`src/hdl/jdc_pkg.sv`:
```
`timescale 1ns / 1ps
// ----------------------------------------------------------------------------
// jdc_pkg
// shared constants, types and tables of the joystick direction classifier
// ----------------------------------------------------------------------------
package jdc_pkg;

  localparam int SampleBits  = 8;
  localparam int QuoW        = 15;                 // quotient bits, q <= 16384
  localparam int NumW        = SampleBits + 14;    // dividend width
  localparam int DivSteps    = QuoW;
  localparam int InW         = ((2 * SampleBits + 7) / 8) * 8;
  localparam int OutW        = 72;
  localparam int SqrtSteps   = 15;
  localparam int CordicSteps = 24;
  localparam int CordW       = 34;                 // cordic x, y and angle width

  localparam logic [SampleBits-1:0] FullScale = '1;
  localparam logic signed [CordW-1:0] PiQ30     = 34'sd3373259426;
  localparam logic signed [CordW-1:0] HalfPiQ30 = 34'sd1686629713;

  localparam logic [7:0]  CenterReset   = 8'd128;
  localparam logic [14:0] DeadzoneReset = 15'd3277;

  typedef enum logic [2:0] {
    DIR_LEFT    = 3'd0,
    DIR_RIGHT   = 3'd1,
    DIR_UP      = 3'd2,
    DIR_DOWN    = 3'd3,
    DIR_NEUTRAL = 3'd4
  } dir_e;

  typedef enum logic [1:0] {
    CFG_CENTER_X = 2'd0,
    CFG_CENTER_Y = 2'd1,
    CFG_DEADZONE = 2'd2
  } cfg_idx_e;

  typedef struct packed {
    logic               valid;
    logic signed [15:0] norm;
  } lane_out_t;

  // atan(2^-i) in units of 2^-30 rad
  function automatic logic signed [CordW-1:0] atan_q30(input int i);
    logic signed [CordW-1:0] v;
    case (i)
      0:       v = 34'sd843314856;
      1:       v = 34'sd497837829;
      2:       v = 34'sd263043836;
      3:       v = 34'sd133525158;
      4:       v = 34'sd67021686;
      5:       v = 34'sd33543515;
      6:       v = 34'sd16775850;
      7:       v = 34'sd8388437;
      8:       v = 34'sd4194282;
      9:       v = 34'sd2097149;
      10:      v = 34'sd1048575;
      11:      v = 34'sd524287;
      12:      v = 34'sd262143;
      13:      v = 34'sd131071;
      14:      v = 34'sd65535;
      15:      v = 34'sd32767;
      16:      v = 34'sd16383;
      17:      v = 34'sd8191;
      18:      v = 34'sd4095;
      19:      v = 34'sd2047;
      20:      v = 34'sd1023;
      21:      v = 34'sd511;
      22:      v = 34'sd255;
      23:      v = 34'sd127;
      default: v = '0;
    endcase
    return v;
  endfunction

endpackage

```
`src/hdl/jdc_norm_lane.sv`:
```
`timescale 1ns / 1ps
// ----------------------------------------------------------------------------
// jdc_norm_lane
// one axis: deflection against its center, pipelined restoring divide by span
// ----------------------------------------------------------------------------
module jdc_norm_lane (
  input  logic                                clk_i,
  input  logic                                rst_ni,
  input  logic                                en_i,
  input  logic                                valid_i,
  input  logic [jdc_pkg::SampleBits-1:0]      raw_i,
  input  logic [jdc_pkg::SampleBits-1:0]      center_i,
  output jdc_pkg::lane_out_t                  lane_o
);

  localparam int SB = jdc_pkg::SampleBits;
  localparam int QW = jdc_pkg::QuoW;
  localparam int NW = jdc_pkg::NumW;
  localparam int NS = jdc_pkg::DivSteps;

  logic [NS:0]   vld_q;
  logic [SB-1:0] rem_q  [0:NS];
  logic [SB-1:0] span_q [0:NS];
  logic [QW-1:0] low_q  [0:NS];
  logic [QW-1:0] quo_q  [0:NS];
  logic [NS:0]   neg_q;

  logic [SB-1:0] rem_d  [0:NS];
  logic [QW-1:0] low_d  [0:NS];
  logic [QW-1:0] quo_d  [0:NS];

  logic          pos;
  logic          zero;
  logic [SB-1:0] dmag;
  logic [SB-1:0] span;
  logic [NW-1:0] num;

  logic               lane_vld_q;
  logic signed [15:0] lane_norm_q;
  logic signed [15:0] norm_d;

  always_comb begin
    pos  = raw_i > center_i;
    zero = raw_i == center_i;
    dmag = pos ? (raw_i - center_i) : (center_i - raw_i);
    // a zero deflection divides by one and gives zero
    span = zero ? SB'(1) : (pos ? (jdc_pkg::FullScale - center_i) : center_i);
    num  = {dmag, 14'd0} + NW'(span >> 1);
    rem_d[0] = SB'(num[NW-1:QW]);
    low_d[0] = num[QW-1:0];
    quo_d[0] = '0;
  end

  for (genvar k = 1; k <= NS; k++) begin : g_step
    logic [SB:0] t;
    logic        ge;
    always_comb begin
      t  = {rem_q[k-1], low_q[k-1][QW-1]};
      ge = t >= {1'b0, span_q[k-1]};
      rem_d[k] = ge ? SB'(t - {1'b0, span_q[k-1]}) : t[SB-1:0];
      quo_d[k] = {quo_q[k-1][QW-2:0], ge};
      low_d[k] = {low_q[k-1][QW-2:0], 1'b0};
    end
  end

  always_comb begin
    norm_d = neg_q[NS] ? -$signed({1'b0, quo_q[NS]}) : $signed({1'b0, quo_q[NS]});
  end

  always_ff @(posedge clk_i or negedge rst_ni) begin
    if (!rst_ni) begin
      vld_q      <= '0;
      lane_vld_q <= 1'b0;
    end else if (en_i) begin
      vld_q      <= {vld_q[NS-1:0], valid_i};
      lane_vld_q <= vld_q[NS];
    end
  end

  always_ff @(posedge clk_i) begin
    if (en_i) begin
      rem_q[0]  <= rem_d[0];
      low_q[0]  <= low_d[0];
      quo_q[0]  <= quo_d[0];
      span_q[0] <= span;
      neg_q[0]  <= !pos;
      for (int k = 1; k <= NS; k++) begin
        rem_q[k]  <= rem_d[k];
        low_q[k]  <= low_d[k];
        quo_q[k]  <= quo_d[k];
        span_q[k] <= span_q[k-1];
        neg_q[k]  <= neg_q[k-1];
      end
      lane_norm_q <= norm_d;
    end
  end

  assign lane_o = {lane_vld_q, lane_norm_q};

endmodule

```
`config.mk`:
```
export PLATFORM = sky130hd
export DESIGN_NAME = jdc_norm_lane
export DESIGN_NICKNAME = d
export VERILOG_FILES = /design/src/hdl/jdc_pkg.sv /design/src/hdl/jdc_norm_lane.sv
export SDC_FILE = /design/constraint.sdc
export NUM_CORES = 1
export LEC_CHECK = 0
export BUFFER_PORTS_ARGS = -buffer_cell sky130_fd_sc_hd__buf_2
export CAP_MARGIN = 0
export CORE_ASPECT_RATIO = 1.2
export CORE_MARGIN = 2
export CORE_UTILIZATION = 63
export CTS_CLUSTER_SIZE = 16
export DETAILED_ROUTE_END_ITERATION = 10
export GPL_TIMING_DRIVEN = 0
export PLACE_DENSITY = 0.8
export RECOVER_POWER = 25
export SYNTH_ARGS = -nofsm -noshare
export SYNTH_HDL_FRONTEND = slang
export SYNTH_SLANG_ARGS = --single-unit
export TNS_END_PERCENT = 5
```
`constraint.sdc`:
```
create_clock -name clk_i -period 3.2 [get_ports clk_i]
set_input_delay 0 -clock clk_i [delete_from_list [all_inputs] [get_ports clk_i]]
set_output_delay 0 -clock clk_i [all_outputs]
set_load 0.02 [all_outputs]
```
* Word level (Yosys, flattened, before mapping) *
Memories as Yosys holds them, arrays and structs flattened.
Index checks and enable logic that the tools add are counted.

storage, ports and cells
  flip-flop bits (word level) = 49
  bits in writable memories = 736
  bits of input ports = 20
  output and inout port bits = 17
  logic and storage cells = 68
  memories kept = 4

cells by class
  $add $sub $neg = 20
  $lt $le $gt $ge = 16
  equality and inequality tests = 1
  multiplexer cells = 21
  reduce and logical (&&, ||, !) cells = 1

memory list
  memory  depth  bits a word  read ports  clocked after memory_dff  wr ports  RTL line             RTL
  low_q   16     15           15          0                         16        jdc_norm_lane.sv:24  logic [QW-1:0] low_q [0:NS];
  quo_q   16     15           16          0                         16        jdc_norm_lane.sv:25  logic [QW-1:0] quo_q [0:NS];
  rem_q   16     8            15          0                         16        jdc_norm_lane.sv:22  logic [SB-1:0] rem_q [0:NS];
  span_q  16     8            15          0                         16        jdc_norm_lane.sv:23  logic [SB-1:0] span_q [0:NS];

operator list
  kind                 number
  $mux 8               18
  $sub 8x8->8          17
  $ge 9x8->1           15
  $add 22x7->22        1
  $neg 15->16          1
  $mux 15              1
  $eq 8x8->1           1
  $gt 8x8->1           1
  $sub 8x8->8 const A  1
  $mux 1               2
  $logic_not 1->1      1

* Depth between registers and ports, before layout *
Gate-level depths: netlist of the first run.

  depth after elaboration = 4
  mapped depth = 10
  depth with buffers taken out = 9

* Worst setup path after synthesis of the first run *
Ideal clock, no wire load.

  path type = reg2reg
  start point = memory span_q[1][7] (netlist bit)
  end point = memory rem_q[1][14] (netlist bit) (data pin)
  library setup time = 0.260 ns
  data arrival time = 2.064 ns
  required time = 2.940 ns
  setup slack = 0.876 ns
  cell stages (with the launch flop) = 10
  buffers on the path = 0
  clock period less this slack = 2.324 ns
  cells stage by stage = edfxtp_1 > inv_1 > ha_1 > fa_1 > nor2b_1 > o21ai_0 > a21boi_0 > nor4_1 > a311o_1 > mux2_2

RTL lines
  item             RTL line
  start, declared  jdc_norm_lane.sv:23
  end, declared    jdc_norm_lane.sv:22

==> impl_metrics.py, run 1 <==
metrics = {
    "outcome": {
        "status": "complete, no violations",
    },
    "setup_path": {
        "cp_num_buf_inv": 1,
        "worstSetupStartpointType": "flip-flop",
        "crit_path_top_delay_cell": "edfxtp_1",
        "worstSetupStartpoint": "span_q[0][25]",
        "r2r-start": "span_q[0][25]",
        "reg2reg_depth": 8,
        "crit_required_ns": 3.49,
        "cp_num_cells": 8,
        "crit_chain": "inv_1, ha_1, nor2b_1, o31ai_1, a211oi_1, o21ai_1, nand2_1, mux2_2",
        "max_stage_delay_ns": 0.45,
        "critPathArrivalTime_ns": 3.10,
        "critical_path_class": "flip-flop to flip-flop",
        "end_kind": "flip-flop",
        "path_delay_family": "compound AO/OA/AOI/OAI gates",
        "cp_max_fo": 7,
    },
    "final_layout": {
        "syn2layout_area_growth_pct": 11.3,
        "num_antenna_cells": 0,
        "nNetsFinal": 1820,
        "seqCellArea_mm2": 0.0122,
        "drive_above_1_share": 0.116,
        "fin_area_mm2": 0.0222,
        "multi_input_area_mm2": 0.00692,
        "nFillCells": 2061,
        "utilization": 0.711,
    },
    "synth": {
        "syn_nets": 1723,
        "async_flop_share": 0.0416,
        "ys_ff_latch": 409,
        "synthesis.area_mm2": 0.0200,
        "synth.yosys.seq_area_share": 0.611,
        "synth_fa_ha_area_frac": 0.101,
        "synth_top_family_by_area": "compound AO/OA/AOI/OAI gates",
        "synth-simple-area-share": 0.0760,
        "synthXorXnorAreaFrac": 0.0290,
        "synth_cells": 1551,
        "synth_warnings": 0,
        "yosysUniqueCellTypes": 59,
        "synth_top_flop_cell": "edfxtp_1",
        "synth_edf_count": 392,
        "avgSynthCellArea_um2": 12.9,
        "synth_compound_area_frac": 0.107,
        "muxShareOfSynthArea": 0.0336,
    },
    "detailed_routing": {
        "routed_via_density": 5.77,
        "vias": 12000,
        "drtPass1Iterations": 5,
        "drt_iter0_markers": 890,
        "drt-total-wl_um": 35000,
        "drc": 0,
        "wl_per_cell_um": 16.8,
        "postRouteAntennaNets": 0,
    },
    "floorplan": {
        "io-pin-count": 37,
        "rows": 71,
        "core_mm2": 0.0313,
        "die_y_um": 199,
        "dieArea_mm2": 0.0331,
        "die_w_um": 166,
        "initial_core_util": 0.638,
    },
    "sta": {
        "final.setup_skew_ns": 0.0254,
        "period_share": 0.879,
        "period_needed_ns": 2.81,
        "fin_tns_setup_ns": 0,
        "slew_headroom": 0.502,
        "max_freq_ghz": 0.355,
        "drv_slew": 0,
        "tightest_slew_ns": 0.740,
        "setup_viol": 0,
        "whs_ns": 0.117,
        "rsz0062_at_grt": "false",
        "hold_violations": 0,
    },
    "power": {
        "swShare": 0.318,
        "seqPwrFrac": 0.421,
        "power_frac_comb": 0.335,
        "p_sw_mw": 6.14,
        "p_int_mw": 13.1,
        "power_density_mw_per_mm2": 867,
        "p_leak_nw": 8.96,
        "p_total_mw": 19.3,
        "ir_worst_vdd_v": 0.000550,
        "p_clk_frac": 0.244,
    },
    "clocking": {
        "clk_root_buffer_cell": "clkbuf_16",
        "postCtsSetupBuffers": 0,
        "cts_hold_buf": 15,
        "htree_levels": 2,
        "cts_tree": "built",
        "cts_made_buffers": 41,
        "post_cts_resized": 0,
        "clk_pin_slew_ns": 0.06,
        "insertion_delay_ns": 0.56,
        "cts_buffer_depth": 3,
        "clock_sinks": 409,
    },
    "hold_path": {
        "hp-class": "input port to flip-flop",
        "min_path_cells": 4,
        "hp-start": "raw_i[6]",
    },
    "global_routing": {
        "first_global_vias": 12300,
        "grt_start_max_net_pins": 107,
        "grt.total_usage": 0.214,
        "grt_overflow": 0,
        "grt_antenna_before_repair": 0,
        "grt_pass1_wl_um": 57300,
    },
    "flow_run": {
        "drv_cap": 0,
    },
    "placed_design": {
        "place_hpwl_um": 24000,
        "io_buffers": 36,
        "placed_cell_area_mm2": 0.0207,
        "place_congestion": 0.855,
    },
}
-- worst min-delay path, stage by stage --
cell     delay [ns]
buf_2          0.11
inv_1          0.05
ha_1           0.23
xnor2_1        0.15
-- logic make-up (layout without fill, tap and decap cells) --
kind of cell / after synthesis / count (layout)
DFF: 409 / 409
AOI/OAI and AO/OA: 336 / 336
and+or+nand+nor: 307 / 307
buffers and inverters: 220 / 345
adders and majority gates: 152 / 152
xor gates and xnor gates: 66 / 66
muxes: 61 / 61
-- state kept, by name (all words and copies together), names as in the netlist --
register and count:
vld_q 16, rem_q 119, lane_vld_q 1, span_q 119, lane_norm_q 16, neg_q 16, quo_q 120, low_q 2
-- cell usage in the layout (no fill, tap or decap), types with 15 or more instances in the layout --
master / instances
a21oi_1: 93
o21a_1: 28
nand2_1: 54
o21ai_0: 90
a21boi_0: 31
nor2_1: 106
or3_1: 21
nand2b_1: 25
fa_1: 16
clkbuf_16: 41
nor3_1: 20
inv_1: 198
mux2_2: 48
dlygate4sd3_1: 15
a31o_2: 24
xnor2_1: 44
ha_1: 136
dfrtp_1: 17
buf_2: 40
xor2_1: 22
a21o_1: 18
nor2b_1: 24
edfxtp_1: 392
-- worst paths after layout --
path	slack (ns)	end
hold reg to reg	0.40	neg_q[6]
hold / removal	0.12	rem_q[0][5]
max in group asynchronous	2.18	vld_q[0]
setup reg to reg	0.39	rem_q[0][34]
min in group asynchronous	0.57	lane_vld_q
setup / recovery	0.39	rem_q[0][34]
-- cell type report --
cell class | instances | area share
Buffer | 22 | 0.00450
Clock buffer | 48 | 0.0487
Clock inverter | 23 | 0.0115
Inverter | 198 | 0.0334
Multi-Input combinational cell | 922 | 0.311
Sequential cell | 409 | 0.549
Tap cell | 401 | 0.0226
Timing Repair Buffer | 54 | 0.0190
-- per-layer routing --
metal,vias to the layer above,wire length [um],global-route usage
li1,5820,-,-
met1,5774,13100,0.231
met2,285,19000,0.412
met3,109,1390,0.0328
met4,0,1420,0.0955
met5,-,0,0
-- cells in the mapped netlist, types with 3 or more instances --
| cell type | count | share of area |
|---|---|---|
| edfxtp_1 | 392 | 0.59 |
| inv_1 | 198 | 0.037 |
| ha_1 | 136 | 0.085 |
| nor2_1 | 106 | 0.020 |
| a21oi_1 | 93 | 0.023 |
| o21ai_0 | 90 | 0.023 |
| nand2_1 | 54 | 0.010 |
| mux2_2 | 48 | 0.027 |
| xnor2_1 | 44 | 0.019 |
| a21boi_0 | 31 | 0.012 |
| o21a_1 | 28 | 0.011 |
| nand2b_1 | 25 | 0.0078 |
| a31o_2 | 24 | 0.011 |
| nor2b_1 | 24 | 0.0075 |
| xor2_1 | 22 | 0.0097 |
| or3_1 | 21 | 0.0066 |
| nor3_1 | 20 | 0.0050 |
| a21o_1 | 18 | 0.0068 |
| dfrtp_1 | 17 | 0.021 |
| fa_1 | 16 | 0.016 |
| nand4_1 | 14 | 0.0044 |
| mux2i_1 | 13 | 0.0065 |
| a211oi_1 | 12 | 0.0045 |
| nand3_1 | 12 | 0.0030 |
| clkbuf_1 | 9 | 0.0017 |
| and3_1 | 8 | 0.0025 |
| o211ai_1 | 8 | 0.0030 |
| and2_1 | 6 | 0.0019 |
| buf_1 | 5 | 0.00094 |
| buf_2 | 5 | 0.0013 |
| nor3b_1 | 5 | 0.0019 |
| a31oi_1 | 4 | 0.0013 |
| o31ai_1 | 4 | 0.0015 |
| buf_4 | 3 | 0.0011 |
| nor4_1 | 3 | 0.00094 |
| o2111ai_1 | 3 | 0.0013 |
| o41ai_1 | 3 | 0.0013 |
-- power groups by stage --
stage | clock (mW) | sequential, mW | combinational, mW
6_report | 4.71 | 8.11 | 6.46
5_1_grt | 4.99 | 8.22 | 7.20
4_1_cts | 4.79 | 8.11 | 6.41
3_5_place_dp | 0 | 8.19 | 6.28
3_3_place_gp | 0 | 8.18 | 5.96
2_1_floorplan | 0 | 7.99 | 4.89
-- stage by stage --
step / std cells / setup WS (ns)
after global routing: 2077 / 0.189
after global placement: 1988 / -4.09
after detailed placement: 1991 / 0.399
final: 2077 / 0.386
after CTS: 2077 / 0.373
after floorplan: 1551 / 0.876
(Power assumes the default switching activity.)
==> inputs of run 2 (changes only) <==
- REMOVE_ABC_BUFFERS: default -> 1
==> impl_metrics.py, run 2 (synthesis results as in run 1) <==
metrics = {
    "sta": {
        "drv_slew": 0,
        "final.setup_skew_ns": 0.0194,
        "slew_headroom": 0.250,
        "setup_slack_ns": 0.353,
        "period_share": 0.890,
        "setup_viol": 0,
        "hold_violations": 0,
        "period_needed_ns": 2.85,
        "rsz0062_at_grt": "false",
        "tightest_slew_ns": 1.12,
        "max_freq_ghz": 0.351,
    },
    "clocking": {
        "post_cts_resized": 0,
        "cts_tree": "built",
        "clk_pin_slew_ns": 0.06,
        "clock_sinks": 409,
        "clk_root_buffer_cell": "clkbuf_16",
        "htree_levels": 2,
        "insertion_delay_ns": 0.56,
        "cts_made_buffers": 41,
        "cts_buffer_depth": 3,
        "postCtsSetupBuffers": 0,
    },
    "detailed_routing": {
        "drt_iter0_markers": 820,
        "vias": 11800,
        "postRouteAntennaNets": 0,
        "drc": 0,
        "drt-total-wl_um": 34000,
        "routed_via_density": 5.71,
        "drtPass1Iterations": 5,
        "wl_per_cell_um": 16.5,
    },
    "setup_path": {
        "crit_chain": "inv_1, ha_1, ha_1, nand4_1, o21ai_0, a211oi_1, nand4_1, mux2_2",
        "cp_max_fo": 13,
        "path_delay_family": "simple AND/OR/NAND/NOR gates",
        "critical_path_class": "flip-flop to flip-flop",
        "crit_required_ns": 3.50,
        "worstSetupStartpointType": "flip-flop",
        "crit_path_top_delay_cell": "nand4_1",
        "max_stage_delay_ns": 0.56,
        "critPathArrivalTime_ns": 3.15,
        "cp_num_buf_inv": 1,
        "end_kind": "flip-flop",
    },
    "final_layout": {
        "num_antenna_cells": 0,
        "reg.largest.list": "quo_q: 120 flops, rem_q: 119 flops, span_q: 119 flops",
        "nFillCells": 2070,
        "regMostFlops": "quo_q",
        "syn2layout_area_growth_pct": 10.9,
        "drive_above_1_share": 0.109,
        "seqCellArea_mm2": 0.0122,
        "largest_reg_flops": 120,
        "final_cell_mix": "edfxtp_1 (392), inv_1 (198), ha_1 (136), nor2_1 (106), a21oi_1 (93)",
        "layout.cells.non_filler": 2059,
        "multi_input_area_mm2": 0.00692,
        "layout_commonest_cell": "edfxtp_1",
        "nNetsFinal": 1797,
    },
    "placed_design": {
        "dpl_worst_slack_ns": 0.361,
        "place_hpwl_um": 23100,
        "io_buffers": 36,
        "dpl.cell_count": 1969,
        "place_congestion": 0.846,
    },
    "power": {
        "swShare": 0.313,
        "p_leak_nw": 8.91,
        "seqPwrFrac": 0.422,
        "power_density_mw_per_mm2": 867,
        "p_clk_frac": 0.250,
        "p_int_mw": 13.2,
        "p_total_mw": 19.2,
        "p_sw_mw": 6.02,
        "power_frac_comb": 0.328,
        "ir_worst_vdd_v": 0.000704,
    },
    "floorplan": {
        "initial_core_util": 0.638,
        "die_y_um": 199,
        "io-pin-count": 37,
        "core_mm2": 0.0313,
        "rows": 71,
        "die_w_um": 166,
        "dieArea_mm2": 0.0331,
    },
    "global_routing": {
        "grt_pass1_wl_um": 55900,
        "grt.total_usage": 0.208,
        "grt_antenna_before_repair": 0,
        "grt_overflow": 0,
        "first_global_vias": 12000,
        "use_met1": 0.232,
        "met2_usage": 0.397,
        "grt_start_max_net_pins": 122,
        "gr-usage-met3": 0.0334,
        "busiest_layer": "met2",
    },
    "outcome": {
        "status": "complete, no violations",
    },
    "flow_run": {
        "drv_cap": 0,
    },
    "hold_path": {
        "hp-class": "input port to flip-flop",
    },
}
## run 2: cell types whose count changed in the layout (fill, tap and decap cells not counted), moves of 2 or more
cell,before,now
clkbuf_8,3,0
clkbuf_1,13,8
bufinv_16,3,5
buf_4,3,0
buf_1,5,0
inv_6,2,0
buf_2,40,35
clkinv_1,4,11
## run 2: through the flow
stage | area [um^2] | util | setup TNS (ns) | hold WS, ns
6_report | 22100 | 0.708 | 0 | 0.0457
5_1_grt | 22100 | 0.708 | 0 | 0.0468
2_1_floorplan | 19900 | - | 0 | -0.296
3_5_place_dp | 20600 | 0.660 | 0 | -0.0617
3_3_place_gp | 20500 | 0.657 | -1452.30 | -0.0778
4_1_cts | 22100 | 0.708 | 0 | 0.0200
## run 2: path summary, 6_finish.rpt
path                                from  slack (ns)  depth (start not counted)      endpoint
min in group asynchronous         rst_ni        0.58                          3      vld_q[3]
max reg2reg                span_q[0][49]        0.35                          8  rem_q[0][59]
min reg2reg                 quo_q[0][45]        0.40                          0  quo_q[0][61]
max in group asynchronous         rst_ni        2.13                          3      vld_q[1]
min                             raw_i[7]        0.05                          3   rem_q[0][6]
max                        span_q[0][49]        0.35                          8  rem_q[0][59]
## run 2: final cells by class
class | count | share of cell area
clock buffers | 49 | 0.0477
clock inverters | 27 | 0.0137
inverters | 198 | 0.0336
multi-input cells | 922 | 0.313
flip-flops and latches | 409 | 0.551
well taps | 401 | 0.0227
repair buffers | 53 | 0.0187
## run 2: what timing repair did
| item | in CTS | in global routing |
|---|---|---|
| endpoints found under the setup margin | 0 | 0 |
| hold buffers | 14 | 0 |
| hold endpoints to repair | 86 | 0 |
## run 2: worst min-delay path, cell delays in order
cell	delay, ns
buf_2	0.08
ha_1	0.25
xor2_1	0.10
## run 2: power by group through the flow
stage	Sequential (mW)	Combinational, mW	Clock, mW
floorplan	8.00	4.81	0
global placement	8.18	5.84	0
detailed placement	8.19	6.15	0
CTS	8.11	6.26	4.88
global route	8.23	7.03	5.09
finish	8.11	6.29	4.80
## run 2: metal layers
layer  part of all wire  vias to the layer above  wire [um]
met3              0.043                       80       1470
li1                   -                     5775          -
met2               0.54                      273      18200
met4              0.033                        0       1110
met5                  0                        -          0
met1               0.39                     5634      13200
